===== src/sv/i2p_pkg.sv =====
// shared types, constants and operator table of the infix to postfix converter
package i2p_pkg;

  localparam int unsigned VAL_W = 16;
  localparam int unsigned ENT_W = 5;

  localparam logic [ENT_W-1:0] ENT_LPAREN    = 5'd31;
  localparam logic [ENT_W-1:0] ENT_FUNC_BASE = 5'd16;
  localparam logic [ENT_W-1:0] OP_MAX        = 5'd14;

  typedef enum logic [2:0] {
    REQ_OPERAND  = 3'd0,
    REQ_OPERATOR = 3'd1,
    REQ_FUNCTION = 3'd2,
    REQ_COMMA    = 3'd3,
    REQ_LPAREN   = 3'd4,
    REQ_RPAREN   = 3'd5,
    REQ_END      = 3'd6
  } req_e;

  typedef enum logic [1:0] {
    KIND_OPERAND  = 2'd0,
    KIND_OPERATOR = 2'd1,
    KIND_FUNCTION = 2'd2,
    KIND_LPAREN   = 2'd3
  } kind_e;

  typedef enum logic [1:0] {
    ERR_NONE     = 2'd0,
    ERR_LPAREN   = 2'd1,
    ERR_RPAREN   = 2'd2,
    ERR_OVERFLOW = 2'd3
  } err_e;

  typedef enum logic [3:0] {
    ST_IDLE,
    ST_START,
    ST_RD,
    ST_CHK,
    ST_RDF,
    ST_CHKF,
    ST_PUSH,
    ST_UNM,
    ST_FIN
  } state_e;

  typedef enum logic [2:0] {
    EMIT_NONE,
    EMIT_TOKEN,
    EMIT_TOP,
    EMIT_UNMATCHED,
    EMIT_OVERFLOW
  } emit_e;

  typedef struct packed {
    logic  load_tok;
    emit_e emit;
    logic  pop;
    logic  push;
    logic  flush;
  } cmd_t;

  typedef struct packed {
    req_e tok_type;
    logic cnt_zero;
    logic cnt_one;
    logic full;
    logic top_is_op;
    logic top_is_lparen;
    logic top_is_func;
    logic pop_prec;
    logic emit_ok;
    logic flush_ok;
  } sts_t;

  function automatic logic [2:0] op_prec(input logic [3:0] idx);
    logic [2:0] p;
    case (idx) inside
      [4'd0:4'd2]:   p = 3'd1;
      [4'd3:4'd8]:   p = 3'd2;
      [4'd9:4'd10]:  p = 3'd3;
      [4'd11:4'd13]: p = 3'd4;
      default:       p = 3'd5;
    endcase
    return p;
  endfunction

  function automatic logic op_right(input logic [3:0] idx);
    return (idx == 4'd11) || (idx == 4'd14);
  endfunction

endpackage


===== src/sv/i2p_ram.sv =====
// generic single write port ram with registered read
module i2p_ram #(
  parameter int unsigned WIDTH = 5,
  parameter int unsigned DEPTH = 16
) (
  input  logic                     clk_i,
  input  logic                     we_i,
  input  logic [$clog2(DEPTH)-1:0] waddr_i,
  input  logic [WIDTH-1:0]         wdata_i,
  input  logic [$clog2(DEPTH)-1:0] raddr_i,
  output logic [WIDTH-1:0]         rdata_o
);

  logic [WIDTH-1:0] mem_q [DEPTH];
  logic [WIDTH-1:0] rdata_q;

  always_ff @(posedge clk_i) begin
    if (we_i) begin
      mem_q[waddr_i] <= wdata_i;
    end
    rdata_q <= mem_q[raddr_i];
  end

  assign rdata_o = rdata_q;

endmodule


===== src/sv/i2p_ctrl.sv =====
// sequencing state machine of the infix to postfix converter
module i2p_ctrl (
  input  logic          clk_i,
  input  logic          rst_ni,
  input  logic          in_valid_i,
  output logic          in_ready_o,
  input  i2p_pkg::sts_t sts_i,
  output i2p_pkg::cmd_t cmd_o
);
  import i2p_pkg::*;

  state_e state_q, state_d;

  always_ff @(posedge clk_i or negedge rst_ni) begin
    if (!rst_ni) begin
      state_q <= ST_IDLE;
    end else begin
      state_q <= state_d;
    end
  end

  // next state
  always_comb begin
    state_d = state_q;
    case (state_q)
      ST_IDLE: begin
        if (in_valid_i) state_d = ST_START;
      end
      ST_START: begin
        case (sts_i.tok_type)
          REQ_OPERAND: begin
            if (sts_i.emit_ok) state_d = ST_FIN;
          end
          REQ_OPERATOR:           state_d = sts_i.cnt_zero ? ST_PUSH : ST_RD;
          REQ_FUNCTION, REQ_LPAREN: state_d = ST_PUSH;
          REQ_COMMA, REQ_RPAREN:  state_d = sts_i.cnt_zero ? ST_UNM : ST_RD;
          REQ_END:                state_d = sts_i.cnt_zero ? ST_FIN : ST_RD;
          default:                state_d = ST_FIN;
        endcase
      end
      ST_RD: state_d = ST_CHK;
      ST_CHK: begin
        case (sts_i.tok_type)
          REQ_OPERATOR: begin
            if (sts_i.top_is_op && sts_i.pop_prec) begin
              if (sts_i.emit_ok) state_d = sts_i.cnt_one ? ST_PUSH : ST_RD;
            end else begin
              state_d = ST_PUSH;
            end
          end
          REQ_COMMA, REQ_RPAREN: begin
            if (!sts_i.top_is_lparen) begin
              if (sts_i.emit_ok) state_d = sts_i.cnt_one ? ST_UNM : ST_RD;
            end else if (sts_i.tok_type == REQ_COMMA) begin
              state_d = ST_FIN;
            end else begin
              state_d = sts_i.cnt_one ? ST_FIN : ST_RDF;
            end
          end
          REQ_END: begin
            if (sts_i.emit_ok) state_d = sts_i.cnt_one ? ST_FIN : ST_RD;
          end
          default: state_d = ST_FIN;
        endcase
      end
      ST_RDF: state_d = ST_CHKF;
      ST_CHKF: begin
        if (!sts_i.top_is_func || sts_i.emit_ok) state_d = ST_FIN;
      end
      ST_PUSH: begin
        if (!sts_i.full || sts_i.emit_ok) state_d = ST_FIN;
      end
      ST_UNM: begin
        if (sts_i.emit_ok) state_d = ST_FIN;
      end
      ST_FIN: begin
        if (sts_i.flush_ok) state_d = ST_IDLE;
      end
      default: state_d = ST_IDLE;
    endcase
  end

  // commands
  always_comb begin
    cmd_o      = '0;
    cmd_o.emit = EMIT_NONE;
    in_ready_o = 1'b0;
    case (state_q)
      ST_IDLE: begin
        in_ready_o     = 1'b1;
        cmd_o.load_tok = in_valid_i;
      end
      ST_START: begin
        if (sts_i.tok_type == REQ_OPERAND && sts_i.emit_ok) cmd_o.emit = EMIT_TOKEN;
      end
      ST_CHK: begin
        case (sts_i.tok_type)
          REQ_OPERATOR: begin
            if (sts_i.top_is_op && sts_i.pop_prec && sts_i.emit_ok) begin
              cmd_o.emit = EMIT_TOP;
              cmd_o.pop  = 1'b1;
            end
          end
          REQ_COMMA, REQ_RPAREN: begin
            if (!sts_i.top_is_lparen) begin
              if (sts_i.emit_ok) begin
                cmd_o.emit = EMIT_TOP;
                cmd_o.pop  = 1'b1;
              end
            end else if (sts_i.tok_type == REQ_RPAREN) begin
              cmd_o.pop = 1'b1;
            end
          end
          REQ_END: begin
            if (sts_i.emit_ok) begin
              cmd_o.emit = EMIT_TOP;
              cmd_o.pop  = 1'b1;
            end
          end
          default: ;
        endcase
      end
      ST_CHKF: begin
        if (sts_i.top_is_func && sts_i.emit_ok) begin
          cmd_o.emit = EMIT_TOP;
          cmd_o.pop  = 1'b1;
        end
      end
      ST_PUSH: begin
        if (!sts_i.full) begin
          cmd_o.push = 1'b1;
        end else if (sts_i.emit_ok) begin
          cmd_o.emit = EMIT_OVERFLOW;
        end
      end
      ST_UNM: begin
        if (sts_i.emit_ok) cmd_o.emit = EMIT_UNMATCHED;
      end
      ST_FIN: begin
        cmd_o.flush = sts_i.flush_ok;
      end
      default: ;
    endcase
  end

endmodule


===== src/sv/i2p_dpath.sv =====
// token registers, operator stack, pending result and output register
module i2p_dpath #(
  parameter int unsigned STACK_DEPTH = 16
) (
  input  logic                        clk_i,
  input  logic                        rst_ni,
  input  logic [2:0]                  req_type_i,
  input  logic [i2p_pkg::VAL_W-1:0]   token_value_i,
  input  i2p_pkg::cmd_t               cmd_i,
  output i2p_pkg::sts_t               sts_o,
  input  logic                        out_ready_i,
  output logic                        out_valid_o,
  output logic [1:0]                  out_kind_o,
  output logic [i2p_pkg::VAL_W-1:0]   out_value_o,
  output logic [1:0]                  out_error_o,
  output logic                        out_last_o
);
  import i2p_pkg::*;

  localparam int unsigned IDX_W = $clog2(STACK_DEPTH);
  localparam int unsigned CNT_W = $clog2(STACK_DEPTH + 1);

  req_e             tok_type_q;
  logic [VAL_W-1:0] tok_val_q;
  logic [CNT_W-1:0] count_q, count_d;
  logic [CNT_W-1:0] cnt_m1;
  logic [ENT_W-1:0] top_ent;
  logic [ENT_W-1:0] push_ent;
  logic [3:0]       o1;
  logic             top_lparen, top_func;
  logic             out_free;

  logic             pend_valid_q, pend_valid_d;
  kind_e            pend_kind_q;
  logic [VAL_W-1:0] pend_val_q;
  err_e             pend_err_q;
  kind_e            new_kind;
  logic [VAL_W-1:0] new_val;
  err_e             new_err;

  logic             out_valid_q, out_valid_d;
  logic             out_load;
  kind_e            out_kind_q;
  logic [VAL_W-1:0] out_val_q;
  err_e             out_err_q;
  logic             out_last_q;

  always_ff @(posedge clk_i) begin
    if (cmd_i.load_tok) begin
      tok_type_q <= req_e'(req_type_i);
      tok_val_q  <= token_value_i;
    end
  end

  // saturated operator index
  assign o1 = (tok_val_q > VAL_W'(OP_MAX)) ? OP_MAX[3:0] : tok_val_q[3:0];

  always_comb begin
    case (tok_type_q)
      REQ_OPERATOR: push_ent = {1'b0, o1};
      REQ_FUNCTION: push_ent = ENT_FUNC_BASE | {3'b000, tok_val_q[1:0]};
      default:      push_ent = ENT_LPAREN;
    endcase
  end

  assign cnt_m1 = count_q - 1'b1;

  i2p_ram #(
    .WIDTH (ENT_W),
    .DEPTH (STACK_DEPTH)
  ) u_stack (
    .clk_i   (clk_i),
    .we_i    (cmd_i.push),
    .waddr_i (count_q[IDX_W-1:0]),
    .wdata_i (push_ent),
    .raddr_i (cnt_m1[IDX_W-1:0]),
    .rdata_o (top_ent)
  );

  always_comb begin
    count_d = count_q;
    if (cmd_i.push) begin
      count_d = count_q + 1'b1;
    end else if (cmd_i.pop) begin
      count_d = cnt_m1;
    end
  end

  always_ff @(posedge clk_i or negedge rst_ni) begin
    if (!rst_ni) begin
      count_q <= '0;
    end else begin
      count_q <= count_d;
    end
  end

  assign top_lparen = (top_ent == ENT_LPAREN);
  assign top_func   = (top_ent >= ENT_FUNC_BASE) && !top_lparen;

  // result built this cycle
  always_comb begin
    new_kind = KIND_OPERAND;
    new_val  = '0;
    new_err  = ERR_NONE;
    case (cmd_i.emit)
      EMIT_TOKEN: begin
        new_val = tok_val_q;
      end
      EMIT_TOP: begin
        if (top_lparen) begin
          new_kind = KIND_LPAREN;
          new_err  = ERR_LPAREN;
        end else if (top_func) begin
          new_kind = KIND_FUNCTION;
          new_val  = VAL_W'(top_ent - ENT_FUNC_BASE);
        end else begin
          new_kind = KIND_OPERATOR;
          new_val  = VAL_W'(top_ent);
        end
      end
      EMIT_UNMATCHED: begin
        new_err = ERR_RPAREN;
      end
      EMIT_OVERFLOW: begin
        new_err = ERR_OVERFLOW;
        case (tok_type_q)
          REQ_OPERATOR: begin
            new_kind = KIND_OPERATOR;
            new_val  = VAL_W'(o1);
          end
          REQ_FUNCTION: begin
            new_kind = KIND_FUNCTION;
            new_val  = VAL_W'(tok_val_q[1:0]);
          end
          default: new_kind = KIND_LPAREN;
        endcase
      end
      default: ;
    endcase
  end

  // one result is held back so that the last one of a token can be marked
  assign out_free = !out_valid_q || out_ready_i;
  assign out_load = pend_valid_q && ((cmd_i.emit != EMIT_NONE) || cmd_i.flush);

  always_comb begin
    pend_valid_d = pend_valid_q;
    if (cmd_i.emit != EMIT_NONE) begin
      pend_valid_d = 1'b1;
    end else if (cmd_i.flush) begin
      pend_valid_d = 1'b0;
    end
    out_valid_d = out_valid_q;
    if (out_load) begin
      out_valid_d = 1'b1;
    end else if (out_ready_i) begin
      out_valid_d = 1'b0;
    end
  end

  always_ff @(posedge clk_i or negedge rst_ni) begin
    if (!rst_ni) begin
      pend_valid_q <= 1'b0;
      out_valid_q  <= 1'b0;
    end else begin
      pend_valid_q <= pend_valid_d;
      out_valid_q  <= out_valid_d;
    end
  end

  always_ff @(posedge clk_i) begin
    if (cmd_i.emit != EMIT_NONE) begin
      pend_kind_q <= new_kind;
      pend_val_q  <= new_val;
      pend_err_q  <= new_err;
    end
    if (out_load) begin
      out_kind_q <= pend_kind_q;
      out_val_q  <= pend_val_q;
      out_err_q  <= pend_err_q;
      out_last_q <= cmd_i.flush;
    end
  end

  assign sts_o.tok_type      = tok_type_q;
  assign sts_o.cnt_zero      = (count_q == '0);
  assign sts_o.cnt_one       = (count_q == CNT_W'(1));
  assign sts_o.full          = (count_q == CNT_W'(STACK_DEPTH));
  assign sts_o.top_is_op     = (top_ent <= OP_MAX);
  assign sts_o.top_is_lparen = top_lparen;
  assign sts_o.top_is_func   = top_func;
  assign sts_o.pop_prec      = op_right(o1) ? (op_prec(o1) < op_prec(top_ent[3:0]))
                                            : (op_prec(o1) <= op_prec(top_ent[3:0]));
  assign sts_o.emit_ok       = !pend_valid_q || out_free;
  assign sts_o.flush_ok      = !pend_valid_q || out_free;

  assign out_valid_o = out_valid_q;
  assign out_kind_o  = out_kind_q;
  assign out_value_o = out_val_q;
  assign out_error_o = out_err_q;
  assign out_last_o  = out_last_q;

endmodule


===== src/sv/infix_to_postfix_converter.sv =====
// top level of the infix to postfix converter: stream ports, controller and datapath
// an operand passes from the token register to the held-back result and then to the output register
// a token is taken only in idle, then runs start and finish steps plus a read and a check per stack entry
//   examined, plus a push or an unmatched error step, plus any stall of the output
// a right paren also reads and checks the entry under the dropped paren for a function
// reset: asynchronous, active low; clears stack count, state machine, pending valid and output valid
module infix_to_postfix_converter #(
  parameter int unsigned STACK_DEPTH = 16
) (
  input  logic        clk_i,
  input  logic        rst_ni,
  // input tokens
  input  logic        s_axis_tvalid,
  output logic        s_axis_tready,
  input  logic [15:0] s_axis_tdata,   // [15:0] token_value
  input  logic [2:0]  s_axis_tuser,   // [2:0] req_type
  // postfix tokens
  output logic        m_axis_tvalid,
  input  logic        m_axis_tready,
  output logic [23:0] m_axis_tdata,   // [15:0] out_value, [17:16] out_error, rest zero
  output logic [1:0]  m_axis_tuser,   // [1:0] out_kind
  output logic        m_axis_tlast    // out_last: final result of one input token
);
  import i2p_pkg::*;

  cmd_t             cmd;
  sts_t             sts;
  logic [1:0]       out_kind;
  logic [VAL_W-1:0] out_value;
  logic [1:0]       out_error;

  // controller: walks one token through start, read, check, function check, push, unmatched and finish steps
  i2p_ctrl u_ctrl (
    .clk_i      (clk_i),
    .rst_ni     (rst_ni),
    .in_valid_i (s_axis_tvalid),
    .in_ready_o (s_axis_tready),
    .sts_i      (sts),
    .cmd_o      (cmd)
  );

  // datapath: operator stack in ram, one held-back result, output register
  i2p_dpath #(
    .STACK_DEPTH (STACK_DEPTH)
  ) u_dpath (
    .clk_i         (clk_i),
    .rst_ni        (rst_ni),
    .req_type_i    (s_axis_tuser),
    .token_value_i (s_axis_tdata),
    .cmd_i         (cmd),
    .sts_o         (sts),
    .out_ready_i   (m_axis_tready),
    .out_valid_o   (m_axis_tvalid),
    .out_kind_o    (out_kind),
    .out_value_o   (out_value),
    .out_error_o   (out_error),
    .out_last_o    (m_axis_tlast)
  );

  // pack result fields, lowest first, zero filled to whole bytes
  assign m_axis_tdata = {6'd0, out_error, out_value};
  assign m_axis_tuser = out_kind;

endmodule

===== config.mk =====
export PLATFORM = sky130hd
export DESIGN_NAME = infix_to_postfix_converter
export DESIGN_NICKNAME = d
export VERILOG_FILES = /design/src/sv/i2p_pkg.sv /design/src/sv/i2p_ram.sv /design/src/sv/i2p_ctrl.sv /design/src/sv/i2p_dpath.sv /design/src/sv/infix_to_postfix_converter.sv
export SDC_FILE = /design/constraint.sdc
export NUM_CORES = 1
export LEC_CHECK = 0
export ABC_AREA = 1
export BUFFER_PORTS_ARGS = -buffer_cell sky130_fd_sc_hd__buf_2
export CAP_MARGIN = 5
export CORE_AREA = 2 2 117 119
export CTS_CLUSTER_DIAMETER = 30
export DETAILED_ROUTE_END_ITERATION = 8
export DIE_AREA = 0 0 119 121
export PLACE_DENSITY = 0.75
export SLEW_MARGIN = 15
export SYNTH_ARGS = -nofsm -noshare
export SYNTH_HDL_FRONTEND = slang
export SYNTH_SLANG_ARGS = --single-unit

===== constraint.sdc =====
create_clock -name clk_i -period 3 [get_ports clk_i]
set_input_delay 0 -clock clk_i [delete_from_list [all_inputs] [get_ports clk_i]]
set_output_delay 0 -clock clk_i [all_outputs]
set_load 0.02 [all_outputs]

==> metrics.md, run 1 <==
| Metric | Value |
|---|---|
| CP startpoint | `u_dpath.tok_val_q[10]` |
| Static leakage | `3.37 nW` |
| Least-Margin Pin Slew | `744 ps` |
| Warnings, synthesis | `0` |
| DR pass1 iterations | `5` |
| Cell-internal power | `5.06 mW` |
| Register area share after synthesis | `65.5%` |
| Crit path capture | `u_dpath.pend_val_q[14]` |
| Final instance area | `8700 sq um` |
| Outcome | `complete, but fails checks` |
| Total of max-cap violations | `0` |
| Capturing point of the worst reg2reg path | `u_dpath.pend_val_q[14]` |
| Primary FF master, synth | `edfxtp_1` |
| Levels on crit path | `22` |
| Worst Setup End Kind | `flip-flop` |
| Net Sw Power | `2.95 mW` |
| Slew headroom | `50.0%` |
| Mapped Area | `6990 sq um` |
| Sequential power share | `38.2%` |
| Number of flops mapped to enable cells by yosys | `140` |
| Hold/Removal Path Class | `input pin to flip-flop` |
| Detail Route Antenna Nets | `0` |
| R2r startpoint | `u_dpath.tok_val_q[10]` |
| Dpl hpwl | `9930 microns` |
| Residual DRC count | `0` |
| GPL Wtd Cong | `0.898` |
| Cell mode on critical path | `nand2_2` |
| Final Cycle Share | `117%` |
| FMAX | `0.286 GHz` |
| Avg WL per Cell | `17.9 microns` |
| Io pins | `52` |
| Antenna cells | `0` |
| Unrepaired setup endpoints after global routing | `yes` |
| Reg2reg path depth | `22` |
| H-tree levels | `4` |
| Syn-to-layout area delta | `24.5%` |
| Post-DP Area | `7520 sq um` |
| Full die area | `14,400 sq um` |
| CP peak stage delay | `420 ps` |
| Cell Pwr Density | `921 nW/um^2` |
| Post-synthesis cell count | `613` |
| GRT overflow | `0` |
| Critical path cell sequence | `nor2_2, nand2_2, nor2_4, nand2_4, nor2_4, inv_2, nor3_4, or2_1, nand2_2, nor2_4, buf_4, ha_1, a21oi_1, o21ai_0, nand2_2, nand3_2, nand2_2, nand2_4, buf_6, nand3_4, buf_12, buf_16` |
| Synth Area per Inst | `11.4 sq um` |
| Post-Route WL | `16,400 microns` |
| First-pass GRT wire length | `25,500 microns` |
| GRT Total Usage | `23.1%` |
| WP buf/inv | `5` |
| Die width | `119 microns` |
| Comb power frac | `35.8%` |
| Clock power share | `26.0%` |
| Number of global-route vias before repair | `5,038` |
| # port buffers | `45` |
| Nets | `759` |
| Slew Limit Fails | `0` |
| R2r setup slk | `-500 ps` |
| Sink Count | `156` |
| Minimum clock period | `3500 ps` |
| CP required | `3150 ps` |
| DRT iter0 DRCs | `567` |
| Filler instances | `934` |
| CP Class | `flip-flop to flip-flop` |
| Fin. Hold Viols | `0` |
| Worst path slowest cell | `edfxtp_1` |
| Worst Path Arrival | `3650 ps` |
| Initial antenna violation count | `0` |
| Core area | `13,100 sq um` |
| Vias per cell | `5.53` |
| Layout cells sized above 1 | `25.8%` |
| CP top delay family | `simple AND/OR/NAND/NOR gates` |
| Skew final | `8.69 ps` |
| Final cell count without fillers | `916` |
| WHS | `30.8 ps` |
| Maximum vdd drop | `0.000644 V` |
| Starting Density | `53.4%` |
| Buffer levels on the longest clock path | `2` |
| Setup violators final | `59` |
| Post-Place Cells | `835` |
| Via count | `5,064` |
| Largest net degree at the start of global routing | `45` |
| Final worst slack | `-500 ps` |
| Root Buffer | `clkbuf_16` |
| Post-route setup TNS | `-24,370 ps` |
| Asr flop ratio synth | `7.05%` |
| Clk slew on worst S/H paths | `60 ps` |
| Yosys reg bits | `156` |
| CP Launch Type | `flip-flop` |
| Die Y | `121 microns` |
| Cts bufs inserted | `17` |
| Number of distinct library cells after synthesis | `46` |
| Site Rows | `42` |
| CTS tree | `built` |
| Failing checks | `setup timing` |
| Worst-Skew Late Latency | `430 ps` |
| Switching Share | `36.8%` |
| CP max FO | `5` |
==> power groups by stage <==
stage	clock network [mW]	registers (mW)	logic, mW
3_5_place_dp	0	3.08	2.62
3_3_place_gp	0	3.06	2.55
2_1_floorplan	0	3.13	1.79
6_report	2.08	3.06	2.87
5_1_grt	2.21	3.09	3.16
4_1_cts	2.10	3.04	2.77
==> kinds of logic after synthesis <==
logic type	Yosys count	share of synthesized area, %
DFF	156	65.5
buffers and inverters	88	5.10
xor gates and xnor gates	8	1.11
adders and majority gates	8	1.43
and+or+nand+nor	241	15.7
AOI/OAI and AO/OA	104	10.0
other	1	0.0537
muxes	7	1.02
==> registers in the layout (all words and copies together) (netlist names), 3 cells and up <==
name                     cells
u_dpath.count_q              5
u_dpath.out_value_o         16
u_ctrl.state_q               4
u_dpath.tok_type_q           3
u_dpath.u_stack.rdata_o      5
u_dpath.pend_val_q          16
u_dpath.tok_val_q           16
u_dpath.u_stack.mem_q       80
==> how the worst min path moves through the flow <==
stage,startpoint,endpoint,cells past startpoint
final,s_axis_tvalid,u_ctrl.state_q[2],4
after global routing,s_axis_tvalid,u_ctrl.state_q[1],4
after CTS,s_axis_tvalid,u_ctrl.state_q[2],4
after detailed placement,rst_ni,u_dpath.count_q[0],1
after global placement,rst_ni,u_dpath.count_q[0],1
after floorplan,rst_ni,u_ctrl.state_q[0],0
==> cell usage after synthesis (3+ instances only) <==
master     count  share of area [%]
clkbuf_1      12               0.64
dfxtp_1        5                1.4
nand2_1       64                3.4
xor2_1         5               0.63
o211ai_1       6               0.64
buf_4          6               0.64
nand2_2        6               0.54
inv_2         12               0.64
ha_1           8                1.4
o221ai_1       7               0.88
edfxtp_1     140                 60
o2111ai_1      4               0.50
inv_1         53                2.8
nor3_2         5               0.72
buf_2          3               0.21
dfrtp_1       11                3.9
o32ai_1       15                1.9
o21ai_2        5               0.63
nor2_1       108                5.8
mux2i_1        6               0.86
nor2_4         4               0.64
nor3_1        12               0.86
nand3_1       28                2.0
a21oi_1        5               0.36
nor2_2         5               0.45
o21ai_0       40                2.9
o21ai_1       11               0.79
==> layout make-up <==
cell class | count | area [sq um] | share of cell area, %
Clock inverter | 13 | 143 | 1.64
Tap cell | 176 | 220 | 2.53
Timing Repair Buffer | 113 | 867 | 9.96
Clock buffer | 18 | 429 | 4.93
Multi-Input combinational cell | 375 | 2220 | 25.5
Inverter | 65 | 248 | 2.85
Sequential cell | 156 | 4580 | 52.6
==> metrics by stage <==
stage,util [%],worst slack [ps],power [mW]
5_1_grt,66.5,-581,8.46
6_report,66.5,-500,8.01
2_1_floorplan,-,-41.3,4.92
4_1_cts,65.2,-130,7.91
3_3_place_gp,57.5,26.5,5.61
3_5_place_dp,57.5,-123,5.71
==> metal layers <==
| metal | vias up | GRT usage [%] | share of wire [%] |
|---|---|---|---|
| li1 | 2383 | - | - |
| met1 | 2409 | 27.9 | 41 |
| met2 | 232 | 40.0 | 51 |
| met3 | 40 | 5.55 | 5.5 |
| met4 | 0 | 9.45 | 2.6 |
| met5 | - | 0 | 0 |
==> worst min-delay path, delay by kind of cell <==
kind	cells	cell delay, ps
compound gates	2	280
buf+inv	1	90
simple gates	1	50
==> timing repair <==
action                                  CTS  global route
gates cloned                              2             1
endpoints found under the setup margin   44            59
gates resized for setup                  10            22
hold endpoints to repair                 31             0
pin swaps                                 2            21
setup buffers                            14            13
hold buffers                             22             0
==> placed cells by master, fill, tap and decap left out, types with 6 or more instances in the layout <==
cell type,n
buf_2,45
buf_4,39
clkbuf_16,17
conb_1,6
dfrtp_1,11
dlygate4sd3_1,22
edfxtp_1,140
ha_1,8
inv_1,52
inv_2,12
mux2i_1,6
nand2_1,58
nand2_2,11
nand3_1,20
nand3_2,9
nor2_1,103
nor2_2,7
nor2_4,7
nor3_1,10
o211ai_1,6
o21ai_0,40
o21ai_1,11
o221ai_1,7
o32ai_1,15
Power figures use the tool's default switching activity.
==> run 2, diff against run 1 <==
==> constraint.sdc (replaced) <==
create_clock -name clk_i -period 3 [get_ports clk_i]
set_input_delay 0.15 -clock clk_i [delete_from_list [all_inputs] [get_ports clk_i]]
set_output_delay 0.15 -clock clk_i [all_outputs]
set_load 0.02 [all_outputs]
==> run 2 against run 1 <==
  * Die area stayed put
  * The flow still finishes with violations (setup timing)
  * Utilization is 0.077 points lower
  * Cell count is 0.11% lower
  * Fmax is 0.61% higher
  * Critical path depth stayed put
  * Non-clock buffer count is 1 lower
  * Sequential power hardly changed
==> metrics.md, run 2 (synthesis gave the netlist of run 1 again) <==
| Metric | Value |
|---|---|
| Outcome | `complete, but fails checks` |
| Failing checks | `setup timing` |
| Sink Count | `156` |
| Number of global-route vias before repair | `5,031` |
| Static leakage | `3.36 nW` |
| Hold/Removal Path Class | `input pin to asynchronous set/reset pin` |
| Post-DP Area | `7520 sq um` |
| Slew headroom | `49.9%` |
| CTS tree | `built` |
| Switching Share | `36.7%` |
| Buffer levels on the longest clock path | `2` |
| Least-Margin Pin Slew | `746 ps` |
| CP startpoint | `u_dpath.tok_val_q[10]` |
| Detail Route Antenna Nets | `0` |
| Sequential power share | `38.2%` |
| CP Class | `flip-flop to flip-flop` |
| Final Total Pwr | `8.00 mW` |
| First-pass GRT wire length | `25,400 microns` |
| Layout cells sized above 1 | `25.8%` |
| Vias per cell | `5.54` |
| Skew final | `7.84 ps` |
| Residual DRC count | `0` |
| Io pins | `52` |
| Die width | `119 microns` |
| Clock power share | `26.0%` |
| Final Cycle Share | `116%` |
| Commonest non-fill, non-tap cell in the layout | `edfxtp_1` |
| Slew Limit Fails | `0` |
| Final worst slack | `-479 ps` |
| Root Buffer | `clkbuf_16` |
| Via count | `5,072` |
| Unrepaired setup endpoints after global routing | `yes` |
| Site Rows | `42` |
| CP Launch Type | `flip-flop` |
| Minimum clock period | `3480 ps` |
| Starting Density | `53.4%` |
| Maximum vdd drop | `0.000644 V` |
| Syn-to-layout area delta | `24.4%` |
| Net Sw Power | `2.94 mW` |
| Cts bufs inserted | `17` |
| Comb power frac | `35.7%` |
| Total of max-cap violations | `0` |
| WHS | `130 ps` |
| Die Y | `121 microns` |
| FMAX | `0.287 GHz` |
| Dpl hpwl | `9930 microns` |
| H-tree levels | `4` |
| Avg WL per Cell | `17.8 microns` |
| Cell-internal power | `5.06 mW` |
| GPL Wtd Cong | `0.898` |
| Fin. Hold Viols | `0` |
| Commonest non-fill, non-tap cells in the layout | `edfxtp_1, nor2_1, nand2_1` |
| Post-Route WL | `16,300 microns` |
| Setup violators final | `59` |
| Cell Pwr Density | `921 nW/um^2` |
| DR pass1 iterations | `7` |
| Max reg flops | `80` |
| Pre-CTS WS | `-123 ps` |
| DRT iter0 DRCs | `535` |
| Reg2reg path depth | `22` |
| Full die area | `14,400 sq um` |
| Top reg by flops | `u_dpath.u_stack.mem_q` |
| Worst Setup End Kind | `flip-flop` |
| GRT overflow | `0` |
| CP required | `3150 ps` |
| Final cell count without fillers | `915` |
| Post-Place Cells | `835` |
| R2r setup slk | `-480 ps` |
| Nets | `758` |
| CP max FO | `5` |
| Worst-Skew Late Latency | `430 ps` |
| Worst Path Arrival | `3630 ps` |
| Largest net degree at the start of global routing | `45` |
| # port buffers | `45` |
| Antenna cells | `0` |
| GRT Total Usage | `23.1%` |
| R2r startpoint | `u_dpath.tok_val_q[10]` |
| Initial antenna violation count | `0` |
| Clk slew on worst S/H paths | `60 ps` |
| Filler instances | `935` |
| Core area | `13,100 sq um` |
| Final instance area | `8690 sq um` |
[run 2: changes by cell type in the layout (fill, tap and decap cells not counted)]
cell           delta
dlygate4sd3_1     -1
[run 2: critical path: stages, from the launching register on]
cell and delay [ps]:
edfxtp_1 420, nor2_2 170, nand2_2 100, nor2_4 170
nand2_4 100, nor2_4 150, inv_2 70, nor3_4 190
or2_1 160, nand2_2 90, nor2_4 150, buf_4 120
ha_1 230, a21oi_1 150, o21ai_0 120, nand2_2 90
nand3_2 80, nand2_2 110, nand2_4 60, buf_6 130
nand3_4 100, buf_12 120, buf_16 100
[run 2: per-stage QoR]
stage          util, %  setup TNS (ps)
5_1_grt           66.4          -29940
3_3_place_gp      57.5               0
3_5_place_dp      57.5           -4230
2_1_floorplan        -            -867
4_1_cts           65.1           -4390
6_report          66.4          -23160
[run 2: worst paths after layout]
path,end
worst max-delay path,u_dpath.pend_val_q[14]
worst min-delay path,u_dpath.count_q[0]
worst max register to register,u_dpath.pend_val_q[14]
worst min register to register,u_dpath.out_value_o[6]
max in group asynchronous,u_dpath.out_valid_o
min in group clk_i,u_ctrl.state_q[2]
[run 2: timing repair]
item / 4_1_cts / 5_1_grt
pin swaps: 2 / 21
cloned: 2 / 1
setup endpoints to repair: 44 / 59
endpoints found under the hold margin: 31 / 0
buffers inserted: 14 / 13
resized for setup: 10 / 22
hold buffers: 21 / 0
[run 2: layer usage]
metal  vias up  wire (microns)  global-route usage [%]
met5         -               0                       0
met4         0             539                    9.45
met3        53             835                    5.55
met2       227            8260                    40.0
met1      2411            6680                    27.9
li1       2381               -                       -
[run 2: power by group through the flow]
stage	Sequential [mW]	Combinational (mW)	Clock (mW)
floorplan	3.13	1.79	0
global placement	3.06	2.55	0
detailed placement	3.08	2.62	0
CTS	3.04	2.76	2.10
global route	3.09	3.16	2.21
finish	3.06	2.86	2.08
[run 2: final cells by class]
cell class / instances / area (sq um) / share of cell area, %
Clock buffer: 18 / 429 / 4.94
Tap cell: 176 / 220 / 2.53
Timing Repair Buffer: 112 / 857 / 9.86
Multi-Input combinational cell: 375 / 2220 / 25.5
Inverter: 65 / 248 / 2.85
Sequential cell: 156 / 4580 / 52.7
Clock inverter: 13 / 143 / 1.64
